**config.mk**
```make
export PLATFORM = sky130hd
export DESIGN_NAME = utf8_to_calculator_charset_core
export DESIGN_NICKNAME = d
export VERILOG_FILES = /design/src/utc_pkg.sv /design/src/utc_front.sv /design/src/utc_queue.sv /design/src/utc_back.sv /design/src/utf8_to_calculator_charset_core.sv
export SDC_FILE = /design/constraint.sdc
export NUM_CORES = 1
export LEC_CHECK = 0
export ABC_AREA = 1
export BUFFER_PORTS_ARGS = -buffer_cell sky130_fd_sc_hd__buf_2
export CORE_UTILIZATION = 30
export DETAILED_ROUTE_END_ITERATION = 6
export HOLD_SLACK_MARGIN = 0.15
export PLACE_DENSITY = 0.51
export SLEW_MARGIN = 20
export SYNTH_ARGS = -nofsm -noshare
export SYNTH_HDL_FRONTEND = slang
export SYNTH_SLANG_ARGS = --single-unit
```
**constraint.sdc**
```tcl
create_clock -name clk -period 2.8 [get_ports clk]
set_clock_uncertainty 0.15 [all_clocks]
set_input_delay 0.28 -clock clk [delete_from_list [all_inputs] [get_ports clk]]
set_output_delay 0.28 -clock clk [all_outputs]
set_load 0.02 [all_outputs]
```
**src/utc_pkg.sv**
```systemverilog
// shared types, constants and the charset mapping function for the utf-8 decoder
package utc_pkg;

  localparam int unsigned QUEUE_DEPTH = 4;

  localparam logic [7:0]  CHAR_SPACE    = 8'h20;
  localparam logic [7:0]  CHAR_QUESTION = 8'h3F;
  localparam logic [15:0] CODE_QUESTION = 16'h003F;

  // one decoded code point travelling from the front end to the back end
  typedef struct packed {
    logic [15:0] code;
    logic        last;
    logic        trunc;  // three-byte lead cut short: '?' comes first
  } utc_entry_t;

  typedef enum logic [1:0] {
    NEED_NONE = 2'd0,
    NEED_ONE  = 2'd1,
    NEED_TWO  = 2'd2
  } utc_need_t;

  function automatic logic [7:0] map_code(input logic [15:0] cp);
    logic [7:0] ch;
    ch = CHAR_QUESTION;
    if (cp < 16'h0020 && cp != 16'h000A && cp != 16'h000D) begin
      ch = CHAR_SPACE;
    end else if (cp < 16'h0080) begin
      ch = cp[7:0];
    end else begin
      case (cp)
        16'h00C1: ch = 8'h8A;  16'h00C0: ch = 8'h8B;
        16'h00C2: ch = 8'h8C;  16'h00C4: ch = 8'h8D;
        16'h00E1: ch = 8'h8E;  16'h00E0: ch = 8'h8F;
        16'h00E2: ch = 8'h90;  16'h00E4: ch = 8'h91;
        16'h00C9: ch = 8'h92;  16'h00C8: ch = 8'h93;
        16'h00CA: ch = 8'h94;  16'h00CB: ch = 8'h95;
        16'h00E9: ch = 8'h96;  16'h00E8: ch = 8'h97;
        16'h00EA: ch = 8'h98;  16'h00EB: ch = 8'h99;
        16'h00CD: ch = 8'h9A;  16'h00CC: ch = 8'h9B;
        16'h00CE: ch = 8'h9C;  16'h00CF: ch = 8'h9D;
        16'h00ED: ch = 8'h9E;  16'h00EC: ch = 8'h9F;
        16'h00D3: ch = 8'hA2;  16'h00D2: ch = 8'hA3;
        16'h00D4: ch = 8'hA4;  16'h00D6: ch = 8'hA5;
        16'h00F3: ch = 8'hA6;  16'h00F2: ch = 8'hA7;
        16'h00F4: ch = 8'hA8;  16'h00F6: ch = 8'hA9;
        16'h00DA: ch = 8'hAA;  16'h00D9: ch = 8'hAB;
        16'h00DB: ch = 8'hAC;  16'h00DC: ch = 8'hAD;
        16'h00FA: ch = 8'hAE;  16'h00F9: ch = 8'hAF;
        16'h00C7: ch = 8'hB2;  16'h00E7: ch = 8'hB3;
        16'h03B1: ch = 8'hBB;  16'h03B2: ch = 8'hBC;
        16'h03B3: ch = 8'hBD;  16'h0394: ch = 8'hBE;
        16'h03B4: ch = 8'hBF;  16'h03B5: ch = 8'hC0;
        16'h03B8: ch = 8'h5B;  16'h03BB: ch = 8'hC2;
        16'h03BC: ch = 8'hC3;  16'h03C0: ch = 8'hC4;
        16'h03C1: ch = 8'hC5;  16'h03A3: ch = 8'hC6;
        16'h03C3: ch = 8'hC7;  16'h03C4: ch = 8'hC8;
        16'h03C6: ch = 8'hC9;  16'h03A9: ch = 8'hCA;
        16'h00E3: ch = 8'h61;  16'h00C3: ch = 8'h41;
        16'h00F5: ch = 8'h6F;  16'h00D5: ch = 8'h4F;
        default:  ch = CHAR_QUESTION;
      endcase
    end
    return ch;
  endfunction

endpackage

```
**src/utc_front.sv**
```systemverilog
// front end: accepts bytes and assembles utf-8 sequences into code points
module utc_front (
  input  logic               clk,
  input  logic               rst_n,
  input  logic               acc,
  input  logic [7:0]         byte_in,
  input  logic               end_in,
  output logic               push,
  output utc_pkg::utc_entry_t entry
);
  import utc_pkg::*;

  utc_need_t   need_r, need_nxt;
  logic [15:0] partial_r, partial_nxt;

  always_comb begin
    need_nxt    = need_r;
    partial_nxt = partial_r;
    push        = 1'b0;
    entry.code  = CODE_QUESTION;
    entry.last  = end_in;
    entry.trunc = 1'b0;
    case (need_r)
      NEED_NONE: begin
        if (!byte_in[7]) begin
          push       = acc;
          entry.code = {8'h00, byte_in};
        end else if (byte_in[7:5] == 3'b110 && !end_in) begin
          partial_nxt = {5'd0, byte_in[4:0], 6'd0};
          need_nxt    = NEED_ONE;
        end else if (byte_in[7:4] == 4'b1110 && !end_in) begin
          partial_nxt = {byte_in[3:0], 12'd0};
          need_nxt    = NEED_TWO;
        end else begin
          push = acc;
        end
      end
      NEED_TWO: begin
        if (end_in) begin
          push        = acc;
          entry.trunc = 1'b1;
          entry.code  = byte_in[7] ? CODE_QUESTION : {8'h00, byte_in};
          partial_nxt = '0;
          need_nxt    = NEED_NONE;
        end else begin
          partial_nxt = partial_r | {4'd0, byte_in[5:0], 6'd0};
          need_nxt    = NEED_ONE;
        end
      end
      NEED_ONE: begin
        push        = acc;
        entry.code  = partial_r | {10'd0, byte_in[5:0]};
        partial_nxt = '0;
        need_nxt    = NEED_NONE;
      end
      default: begin
        partial_nxt = '0;
        need_nxt    = NEED_NONE;
      end
    endcase
  end

  always_ff @(posedge clk) begin
    if (!rst_n) begin
      need_r    <= NEED_NONE;
      partial_r <= '0;
    end else if (acc) begin
      need_r    <= need_nxt;
      partial_r <= partial_nxt;
    end
  end

endmodule

```
**src/utc_queue.sv**
```systemverilog
// short register queue between the front and back ends
module utc_queue #(
  parameter int unsigned DEPTH = utc_pkg::QUEUE_DEPTH
) (
  input  logic               clk,
  input  logic               rst_n,
  input  logic               push,
  input  utc_pkg::utc_entry_t wr_entry,
  output logic               full,
  input  logic               pop,
  output logic               rd_valid,
  output utc_pkg::utc_entry_t rd_entry
);
  import utc_pkg::*;

  localparam int unsigned PW = (DEPTH > 1) ? $clog2(DEPTH) : 1;
  localparam int unsigned CW = $clog2(DEPTH + 1);
  localparam logic [PW-1:0] LAST_SLOT = PW'(DEPTH - 1);
  localparam logic [CW-1:0] FULL_CNT  = CW'(DEPTH);

  utc_entry_t    slot_r [DEPTH];
  logic [PW-1:0] wr_ptr_r, wr_ptr_nxt;
  logic [PW-1:0] rd_ptr_r, rd_ptr_nxt;
  logic [CW-1:0] cnt_r, cnt_nxt;
  logic          do_push, do_pop;

  assign full     = (cnt_r == FULL_CNT);
  assign rd_valid = (cnt_r != '0);
  assign rd_entry = slot_r[rd_ptr_r];
  assign do_push  = push && !full;
  assign do_pop   = pop && rd_valid;

  always_comb begin
    wr_ptr_nxt = wr_ptr_r;
    rd_ptr_nxt = rd_ptr_r;
    cnt_nxt    = cnt_r;
    if (do_push) begin
      wr_ptr_nxt = (wr_ptr_r == LAST_SLOT) ? '0 : wr_ptr_r + PW'(1);
    end
    if (do_pop) begin
      rd_ptr_nxt = (rd_ptr_r == LAST_SLOT) ? '0 : rd_ptr_r + PW'(1);
    end
    if (do_push && !do_pop) begin
      cnt_nxt = cnt_r + CW'(1);
    end else if (do_pop && !do_push) begin
      cnt_nxt = cnt_r - CW'(1);
    end
  end

  always_ff @(posedge clk) begin
    if (!rst_n) begin
      wr_ptr_r <= '0;
      rd_ptr_r <= '0;
      cnt_r    <= '0;
    end else begin
      wr_ptr_r <= wr_ptr_nxt;
      rd_ptr_r <= rd_ptr_nxt;
      cnt_r    <= cnt_nxt;
    end
  end

  always_ff @(posedge clk) begin
    if (do_push) begin
      slot_r[wr_ptr_r] <= wr_entry;
    end
  end

endmodule

```
**src/utc_back.sv**
```systemverilog
// back end: maps code points to charset bytes and drives the output register
module utc_back (
  input  logic               clk,
  input  logic               rst_n,
  input  logic               rd_valid,
  input  utc_pkg::utc_entry_t rd_entry,
  output logic               pop,
  output logic               out_valid,
  input  logic               out_stall,
  output logic [7:0]         out_char,
  output logic               out_last_char
);
  import utc_pkg::*;

  logic       valid_r, valid_nxt;
  logic [7:0] char_r, char_nxt;
  logic       last_r, last_nxt;
  logic       pend_r, pend_nxt;
  logic [7:0] pend_char_r, pend_char_nxt;
  logic       load_ok;
  logic [7:0] mapped;

  assign load_ok = !valid_r || !out_stall;
  assign mapped  = map_code(rd_entry.code);

  always_comb begin
    valid_nxt     = valid_r;
    char_nxt      = char_r;
    last_nxt      = last_r;
    pend_nxt      = pend_r;
    pend_char_nxt = pend_char_r;
    pop           = 1'b0;
    if (load_ok) begin
      valid_nxt = 1'b0;
      if (pend_r) begin
        // second item of a truncated three-byte sequence
        valid_nxt = 1'b1;
        char_nxt  = pend_char_r;
        last_nxt  = 1'b1;
        pend_nxt  = 1'b0;
      end else if (rd_valid) begin
        pop       = 1'b1;
        valid_nxt = 1'b1;
        if (rd_entry.trunc) begin
          char_nxt      = CHAR_QUESTION;
          last_nxt      = 1'b0;
          pend_nxt      = 1'b1;
          pend_char_nxt = mapped;
        end else begin
          char_nxt = mapped;
          last_nxt = rd_entry.last;
        end
      end
    end
  end

  always_ff @(posedge clk) begin
    if (!rst_n) begin
      valid_r <= 1'b0;
      pend_r  <= 1'b0;
    end else begin
      valid_r <= valid_nxt;
      pend_r  <= pend_nxt;
    end
  end

  always_ff @(posedge clk) begin
    char_r      <= char_nxt;
    last_r      <= last_nxt;
    pend_char_r <= pend_char_nxt;
  end

  assign out_valid     = valid_r;
  assign out_char      = char_r;
  assign out_last_char = last_r;

endmodule

```
**src/utf8_to_calculator_charset_core.sv**
```systemverilog
// top level of the utf-8 to calculator charset decoder
//
// input channel: one byte of a utf-8 text run per item on in_byte, with
// in_run_end high on the run's last byte; taken when in_valid is high and
// in_stall is low. output channel: one calculator byte per item on out_char,
// with out_last_char high on the final character of a run; taken when
// out_valid is high and out_stall is low.
// the front end assembles one- to three-byte sequences into code points,
// a small queue (QUEUE_DEPTH entries) holds them, and the back end maps each
// code point through the charset table into the output register.
// throughput: one byte per cycle while in_stall is low. a three-byte lead cut
// short by the run end yields two items, which the output register presents
// one after the other. an item that yields a result is written into the queue
// at the edge that accepts its byte and reaches the output register from the
// queue head once that register is empty or out_stall is low.
// in_stall rises only when the queue is full, so a stalled receiver backs the
// queue up and then holds off the sender; nothing is dropped.
// reset (rst_n low, synchronous) empties the queue and the output register
// and forgets any half-assembled sequence.
module utf8_to_calculator_charset_core #(
  parameter int unsigned QUEUE_DEPTH = utc_pkg::QUEUE_DEPTH
) (
  input  logic       clk,
  input  logic       rst_n,
  input  logic       in_valid,
  output logic       in_stall,
  input  logic [7:0] in_byte,
  input  logic       in_run_end,
  output logic       out_valid,
  input  logic       out_stall,
  output logic [7:0] out_char,
  output logic       out_last_char
);
  import utc_pkg::*;

  logic       in_acc;
  logic       q_push;
  logic       q_full;
  logic       q_pop;
  logic       q_rd_valid;
  utc_entry_t q_wr_entry;
  utc_entry_t q_rd_entry;

  // stall only on a full queue; an accepted byte never needs more than one slot
  assign in_stall = q_full;
  assign in_acc   = in_valid && !q_full;

  // sequence assembly
  utc_front u_front (
    .clk     (clk),
    .rst_n   (rst_n),
    .acc     (in_acc),
    .byte_in (in_byte),
    .end_in  (in_run_end),
    .push    (q_push),
    .entry   (q_wr_entry)
  );

  // decouples the front end from output back-pressure
  utc_queue #(
    .DEPTH (QUEUE_DEPTH)
  ) u_queue (
    .clk      (clk),
    .rst_n    (rst_n),
    .push     (q_push),
    .wr_entry (q_wr_entry),
    .full     (q_full),
    .pop      (q_pop),
    .rd_valid (q_rd_valid),
    .rd_entry (q_rd_entry)
  );

  // charset mapping and output register
  utc_back u_back (
    .clk           (clk),
    .rst_n         (rst_n),
    .rd_valid      (q_rd_valid),
    .rd_entry      (q_rd_entry),
    .pop           (q_pop),
    .out_valid     (out_valid),
    .out_stall     (out_stall),
    .out_char      (out_char),
    .out_last_char (out_last_char)
  );

endmodule
```
; Yosys cells after proc, flatten, opt, wreduce, memory -nomap -nowiden
; Memories as Yosys holds them, arrays and structs flattened. A register that Yosys moved wholly into a read port is not among the register bits.
; Cells that the tools add are included.
[word_totals]
mem_bits_rw = 72
mem_count = 1
ff_bits = 44
latch_bits = 0
rom_bits = 0
wordCells = 155
in_bits = 13
[memory_table]
columns = name, words, word_bits, read_ports, rd_ports_with_merged_regs, wr, line
row1 = u_queue.slot_r, 4, 18, 1, 1, 1, utc_queue.sv:21  ; utc_entry_t slot_r [DEPTH];
[op_classes]
reduce_logical = 23
bitwise = 3
div = 0
n_shift = 0
n_mul = 0
addsub = 4
eq_ne = 69
n_mux = 43
order_cmp = 2
[ops]
columns = cell, count
row1 = $eq A16 B8 Y1 const B, 42
row2 = $pmux W8 S58, 1
row3 = $eq A16 B10 Y1 const B, 16
row4 = $mux W16, 5
row5 = $pmux W16 S3, 1
row6 = $mux W8, 5
row7 = $ne A16 B4 Y1 const B, 2
row8 = $pmux W16 S2, 1
row9 = $mux W1, 18
row10 = $lt A16 B6 Y1 const B, 1
row11 = $lt A16 B8 Y1 const B, 1
row12 = $or A16 B12 Y16, 1
row13 = $or A16 B6 Y16, 1
row14 = $mux W2, 7
row15 = $logic_and A1 B1 Y1, 9
row16 = $mux W7, 1
row17 = $eq A2 B2 Y1 const B, 3
row18 = $eq A3 B3 Y1 const B, 2
row19 = $logic_not A1 Y1, 6
row20 = $mux W3, 2
row21 = $add A2 B1 Y2 const B, 2
row22 = $eq A4 B4 Y1 const B, 1
row23 = $pmux W2 S2, 1
row24 = $reduce_and A4 Y1, 1
row25 = 13 further kinds, 14

; Longest topological paths before layout
; Gate-level depths: netlist of the first run.
[logic_depth]
ltp_word = 12
depth_mapped = 21
ltp_nobuf = 20

; Hierarchy
; A second synthesis of the first run with hierarchy kept.
[hier_totals]
cells_unflattened = 697
area_unflattened_um2 = 5975.7
[by_module_without_submodules]
columns = mod, instances, cells_each, seq_area_each_um2, area_per_inst_um2
row1 = utc_queue, 1, 245, 2342.2, 3206.8
row2 = utc_back, 1, 322, 550.5, 1886.8
row3 = utc_front, 1, 128, 240.2, 872.1
row4 = utf8_to_calculator_charset_core, 1, 2, 0.0, 10.0

; Worst setup path after synthesis of the first run
; Ideal clock, no wire load.
[synth_path]
path_type = reg2reg
startpoint = register u_front.need_r[0]
endpoint = register u_queue.cnt_r[1]
path_stages_with_launch = 14
required_ns = 2.530
setup_ns = 0.120
t_arrival_ns = 2.370
n_path_buf = 1
setup_slack_ns = 0.159
path_cell_list = dfxtp_1 > clkbuf_1 > inv_1 > nand2_1 > a21oi_1 > o21ai_0 > inv_1 > o31ai_1 > inv_1 > ha_1 > inv_1 > fa_1 > o21ai_0 > a21oi_1
[synth_rtl]
columns = item, line
row1 = "start, declared", utc_front.sv:13  ; utc_need_t need_r, need_nxt;
row2 = "start signal, assigned", utc_front.sv:68  ; need_r <= need_nxt;
row3 = "$eq A2 B1 Y1, or another cell as far along", utc_front.sv:23  ; case (need_r)
row4 = $pmux W1 S3 (*), utc_front.sv:23
row5 = $logic_and A1 B1 Y1 (*), utc_queue.sv:30  ; assign do_push = push && !full;
row6 = via u_queue.do_push, utc_queue.sv:25  ; logic do_push, do_pop;
row7 = $logic_and A1 B1 Y1 (*), utc_queue.sv:43  ; if (do_push && !do_pop) begin
row8 = $mux W3 (*), utc_queue.sv:43
row9 = via u_queue.cnt_nxt[1], utc_queue.sv:24  ; logic [CW-1:0] cnt_r, cnt_nxt;
row10 = "end signal, assigned", utc_queue.sv:58  ; cnt_r <= cnt_nxt;
row11 = "end, declared", utc_queue.sv:24
; The timed path passes the listed nets; every way through them passes the cells marked *.
; A chain may end at the register's enable or synchronous reset.

==> results of run 1 <==
[worst paths after layout]
path                                            from                            endpoint  slack [ns]  depth (start not counted)
setup / recovery                                flop        u_back.out_char[5]$_DFFE_PP_        0.24                         19
hold / removal                            in_byte[6]      u_queue.slot_r[1][8]$_DFFE_PP_        0.25                          3
setup reg to reg                                flop        u_back.out_char[5]$_DFFE_PP_        0.24                         19
hold reg to reg   u_front.partial_r[11]$_SDFFE_PN0P_  u_front.partial_r[11]$_SDFFE_PN0P_        0.31                          2
[worst max-delay path, delay by kind of cell, from the launching register on]
| kind | cells | cell delay [ns] |
|---|---|---|
| AOI/OAI and AO/OA | 1 | 0.08 |
| buffers and inverters | 3 | 0.26 |
| DFF | 1 | 0.37 |
| and+or+nand+nor | 15 | 1.47 |
[cells in the final DEF (no fill, tap or decap), types with 11 or more instances in the layout]
cell | Yosys | final
buf_4 | 5 | 29
nor2_1 | 106 | 99
edfxtp_1 | 89 | 89
a21oi_1 | 26 | 26
dfxtp_1 | 23 | 21
nor2_2 | 12 | 17
nand3_1 | 45 | 43
buf_2 | 1 | 23
o21ai_0 | 17 | 17
nand2_2 | 24 | 26
nand2_1 | 186 | 178
inv_1 | 65 | 64
nor2_4 | 9 | 11
[per-stage QoR]
step | area [um^2] | worst slack, ns
after floorplan | 5990 | 0.159
after global placement | 6580 | 0.115
after detailed placement | 6580 | 0.126
after CTS | 6990 | 0.107
after global routing | 7190 | 0.00274
final | 7190 | 0.241
[area by class of cell]
class | instances | area (um^2) | area share, %
timing repair buffer | 69 | 553 | 7.69
sequential | 112 | 3140 | 43.6
clock inverter | 7 | 98.8 | 1.37
tap | 265 | 332 | 4.61
multi-input combinational | 493 | 2550 | 35.4
clock buffer | 9 | 225 | 3.13
inverter | 78 | 300 | 4.17
[cells by family (layout without fill, tap and decap cells)]
group | after synthesis | after routing | share of synthesized area [%]
buf+inv | 93 | 163 | 7.14
simple gates | 415 | 415 | 31.7
compound gates | 70 | 70 | 7.18
flops | 112 | 112 | 52.3
fa+ha+maj | 7 | 7 | 1.59
xor+xnor | 1 | 1 | 0.146
[per-layer routing]
layer | track usage [%] | up-vias
met1 | 19.2 | 2128
li1 | - | 2428
met5 | 0 | -
met4 | 4.54 | 0
met3 | 3.00 | 25
met2 | 24.3 | 82
[report_power, final]
group / switching [mW] / internal, mW / leakage (nW) / total [mW]
logic: 1.72 / 0.845 / 1.80 / 2.57
clock network: 0.635 / 0.722 / 0.154 / 1.36
registers: 0.0878 / 2.06 / 0.996 / 2.15
total: 2.44 / 3.63 / 2.95 / 6.07
[flip-flops by register name, indices dropped and copies added (netlist names), named ones only]
register,flops
u_queue.slot_r,72
u_front.partial_r,10
u_back.out_char,8
u_back.pend_char_r,8
u_queue.cnt_r,3
u_front.need_r,2
u_queue.rd_ptr_r,2
u_queue.wr_ptr_r,2
u_back.out_last_char,1
u_back.out_valid,1
u_back.pend_r,1
[repair_timing]
action | 4_1_cts | 5_1_grt
hold buffers | 9 | 0
setup endpoints to repair | 0 | 16
hold endpoints to repair | 24 | 0
gates resized for setup | 0 | 39
buffers inserted | 0 | 3
==> results.md, run 1 <==
- Core Util, Final: 36.8%
- Routability congestion estimate from global placement: 0.915
- Die width: 143 um
- Synth async-reset ratio: 0%
- Crit path kind: flop to flop
- CTS Buffer Depth: 2
- DIE AREA: 20500 um^2
- WP data required: 2.77 ns
- Worst slew pin tran: 0.629 ns
- Synth Cell Area: 5990 um^2
- Post-synthesis sequential area ratio: 52.3%
- Synth Warn #: 0
- First-pass GRT wire length: 22700 um
- Commonest cells post-synth: nand2_1, nor2_1, edfxtp_1, inv_1, nand3_1
- Num rows: 51
- Clk pin slew, worst setup/hold paths: 0.08 ns
- Crit-path most repeated cell: nand2_1
- Max-cap violations: 0
- Setup violations, final: 0
- Critical-path cell list: inv_4 -> buf_12 -> nand2_1 -> nand2_1 -> nand2_1 -> nand2_1 -> nand2_1 -> nor2_1 -> o21ai_1 -> nor2_1 -> nor2_2 -> nand2_1 -> nor2_2 -> nand3_2 -> nand2_1 -> nand2_1 -> nand3_1 -> nand2_1 -> inv_1
- Syn Nets: 718
- HP Class: input port to flop
- Relative slew slack: 57.6%
- Layout cells sized above 1: 22.0%
- Max Freq: 391 MHz
- Root Buffer Master: clkbuf_16
- Slew Limit Fails: 0
- DR iter-0 viols: 283
- Pwr dens: 844 nW/um^2
- Count of final hold-check violations: 0
- Area Overhead vs Synth: 20.0%
- DP Wirelength: 10600 um
- Total power: 6.07 mW
- Floorplan core area: 19500 um^2
- Routed via count: 4663
- Crit Path Max Fanout: 12
- Crit path capture type: flop
- Synth area leaders: edfxtp_1, nand2_1, dfxtp_1
- GRT Util Overall: 14.7%
- Flops & latches, synth: 112
- Clk sinks: 112
- Worst hold slack: 0.248 ns
- Total CTS buffers: 9
- Top Metal Used: met4
- Synth Flop Type: edfxtp_1
- Total grt overflow: 0
- Worst IR Drop VDD: 0.424 mV
- Met2 routed WL: 6590 um
- # diodes: 0
- Pre-Repair DR Iteration Count: 5
- Routed Antenna Nets: 0
- Largest net degree at the start of global routing: 24
- Placed instance count: 1004
- Met1 WL: 6700 um
- I/O Buffers: 23
- Vias in the first global route: 4411
- Leading area contributor after synthesis: edfxtp_1
- WL met3: 403 um
- DRC: 0
- Wire length per cell: 13.6 um
- Startpoint types: flop
- Final Non-Filler Cells: 1033
- CP max-delay cell: dfxtp_4
- Most numerous cell in the Yosys netlist: nand2_1
- Vias/cell: 4.51
- Top cell type's share of synthesized area: 44.6%
- # H-tree levels: 3
- Period Utilization, post-route: 91.4%
- Initial Utilization: 30.7%
- TritonCTS clock tree: done
- Initial antenna violation count: 0
- Drt total wl: 14000 um
- Final nets: 783
- Crit path time final: 2.56 ns
- Arrival time worst endpoint: 2.53 ns
- Die Ht: 143 um
- RSZ-0062 raised after global routing: false
- Largest stage delay, worst path: 0.37 ns
- Mapped Cells: 698
- Fillers: 2078
- Status: finished, final reports clean
- Number of flops mapped to enable cells by yosys: 89
- IO Pins: 24
- Post-synth cell types: 47
- Final setup TNS: 0 ns
- Worst-Skew Late Latency: 0.36 ns
- Mean Syn Cell Area: 8.59 um^2
- Leak: 2.95 nW
Power figures use the tool's default switching activity.
==> run 2, diff against run 1 <==
--- a/config.mk
+++ b/config.mk
@@ -7,10 +7,12 @@
 export LEC_CHECK = 0
 export ABC_AREA = 1
 export BUFFER_PORTS_ARGS = -buffer_cell sky130_fd_sc_hd__buf_2
+export CELL_PAD_IN_SITES_DETAIL_PLACEMENT = 0
+export CELL_PAD_IN_SITES_GLOBAL_PLACEMENT = 1
 export CORE_UTILIZATION = 30
 export DETAILED_ROUTE_END_ITERATION = 6
 export HOLD_SLACK_MARGIN = 0.15
-export PLACE_DENSITY = 0.51
+export PLACE_DENSITY = 0.62
 export SLEW_MARGIN = 20
 export SYNTH_ARGS = -nofsm -noshare
 export SYNTH_HDL_FRONTEND = slang
==> run 2 against run 1 <==
  * Via count rose by 1.7%
  * Flip-flop and latch count did not move
  * Critical path depth fell by 2
  * Clock power fell by 7%
  * Core utilization fell by 0.15 points
  * First-iteration DRC count rose by 1.8%
  * Hold slack improved by 0.060 ns
  * Clock-buffer cell count rose by 1
  * Cell area fell by 0.42%
  * Global-route usage rose by 0.41 points
  * Critical endpoint is now u_back.out_char[7]$_DFFE_PP_
  * Largest power group unchanged
==> results.md, run 2 (same netlist as run 1, synthesis figures left out) <==
- Status: finished, final reports clean
- Startpoint types: flop
- Clk sinks: 112
- TritonCTS clock tree: done
- Commonest non-fill, non-tap cell in the layout: nand2_1
- Setup violations, final: 0
- Worst slew pin tran: 0.578 ns
- Routed Antenna Nets: 0
- Total CTS buffers: 9
- Crit path kind: flop to flop
- Number of flip-flops in the largest register: 72
- DP Wirelength: 10900 um
- DR iter-0 viols: 288
- Total grt overflow: 0
- Slew Limit Fails: 0
- WL met3: 477 um
- Final Non-Filler Cells: 1035
- Drt total wl: 14600 um
- Routability congestion estimate from global placement: 0.894
- CP delay by family, top: simple AND/OR/NAND/NOR gates
- CP max-delay cell: dfxtp_4
- GRT Util Overall: 15.1%
- First-pass GRT wire length: 23400 um
- Critical-path cell list: inv_4 -> buf_4 -> nand2_1 -> nand3_1 -> nand2_4 -> nand2_2 -> inv_2 -> nand2_2 -> and2_1 -> nor2_2 -> nor2_2 -> nand2_1 -> nor2_2 -> inv_1 -> nor2_1 -> nand2_1 -> a22o_1
- IO Pins: 24
- Max-cap violations: 0
- Met2 routed WL: 6930 um
- I/O Buffers: 23
- Sequential cell area: 3140 um^2
- Initial antenna violation count: 0
- Pre-Repair DR Iteration Count: 5
- Final setup TNS: 0 ns
- Die width: 143 um
- HP Class: input port to flop
- DRC: 0
- DIE AREA: 20500 um^2
- Vias/cell: 4.58
- Max Freq: 383 MHz
- Worst IR Drop VDD: 0.334 mV
- Count of final hold-check violations: 0
- Core Util, Final: 36.7%
- Root Buffer Master: clkbuf_16
- Worst-Skew Late Latency: 0.35 ns
- Num rows: 51
- Largest regs: u_queue.slot_r: 72 flops, u_front.partial_r: 10 flops
- Area used by multi-input combinational logic: 2530 um^2
- Pwr dens: 836 nW/um^2
- Setup WS pre-CTS: 0.0212 ns
- Met1 WL: 6930 um
- Routed via count: 4740
- RSZ-0062 raised after global routing: true
- Layout cells sized above 1: 23.0%
- Wire length per cell: 14.1 um
- Vias in the first global route: 4613
- Clk pin slew, worst setup/hold paths: 0.07 ns
- WP data required: 2.76 ns
- Fillers: 2056
- Arrival time worst endpoint: 2.57 ns
- Relative slew slack: 61.0%
- Placed instance count: 998
- Crit path capture type: flop
- Area Overhead vs Synth: 19.5%
- Largest Register: u_queue.slot_r
- # diodes: 0
- Largest stage delay, worst path: 0.37 ns
- Setup slack after layout: 0.191 ns
- Period Utilization, post-route: 93.2%
- Crit Path Max Fanout: 6
- Die Ht: 143 um
- Largest net degree at the start of global routing: 26
- # H-tree levels: 3
- Commonest cells after routing, fill and taps aside: nand2_1, nor2_1, edfxtp_1
- Initial Utilization: 30.7%
- Leak: 2.92 nW
- CTS Buffer Depth: 2
- Top Metal Used: met4
- Floorplan core area: 19500 um^2
- Final nets: 785
- Crit path time final: 2.61 ns
- Worst Path Buf+Inv: 4
==> run 2: cell count changes in the layout (fill, tap and decap cells not counted), sizes merged <==
cell,previous run,this run
clkinv,3,4
clkbuf,10,11
inv,80,79
bufinv,1,0
buf,59,61
==> run 2: report_power, final <==
part	internal [mW]	switching (mW)	total [mW]
clock	0.669	0.597	1.27
combinational	0.855	1.72	2.58
sequential	2.06	0.0863	2.15
==> run 2: worst reg2reg max path, delay by kind of cell (launching register included) <==
kind / cells / cell delay, ns
AND/OR/NAND/NOR: 12 / 1.31
flip-flops: 1 / 0.37
buffers and inverters: 4 / 0.35
AO/OA/AOI/OAI: 1 / 0.20
==> run 2: worst paths after layout <==
check | depth (start not counted) | slack, ns | from | to
setup / recovery | 17 | 0.19 | flop | u_back.out_char[7]$_DFFE_PP_
hold / removal | 3 | 0.31 | in_byte[6] | u_queue.slot_r[0][8]$_DFFE_PP_
setup reg to reg | 17 | 0.19 | flop | u_back.out_char[7]$_DFFE_PP_
hold reg to reg | 2 | 0.33 | u_front.partial_r[11]$_SDFFE_PN0P_ | u_front.partial_r[11]$_SDFFE_PN0P_
==> run 2: metal layers <==
metal | global-route usage [%] | vias to the layer above
met5 | 0 | -
met4 | 5.10 | 0
met3 | 2.57 | 22
met2 | 25.5 | 93
met1 | 19.5 | 2198
li1 | - | 2427
==> run 2: timing repair <==
item	CTS	global route
setup buffers	0	11
setup endpoints to repair	0	17
hold endpoints to repair	18	0
resized for setup	0	41
hold buffers	9	0
==> run 2: cell type report <==
type	instances	share of cell area, %
clock inverters	6	0.681
repair buffers	71	7.83
multi-input cells	493	35.3
flip-flops and latches	112	43.8
inverters	78	4.23
well taps	265	4.63
clock buffers	10	3.49
==> run 2: metrics by stage <==
step / area, um^2 / power [mW] / hold WS (ns)
after floorplan: 5990 / 3.86 / 0.229
after global placement: 6540 / 4.52 / 0.310
after detailed placement: 6540 / 4.55 / 0.315
after CTS: 6920 / 5.84 / 0.290
after global routing: 7160 / 6.40 / 0.316
final: 7160 / 5.99 / 0.308
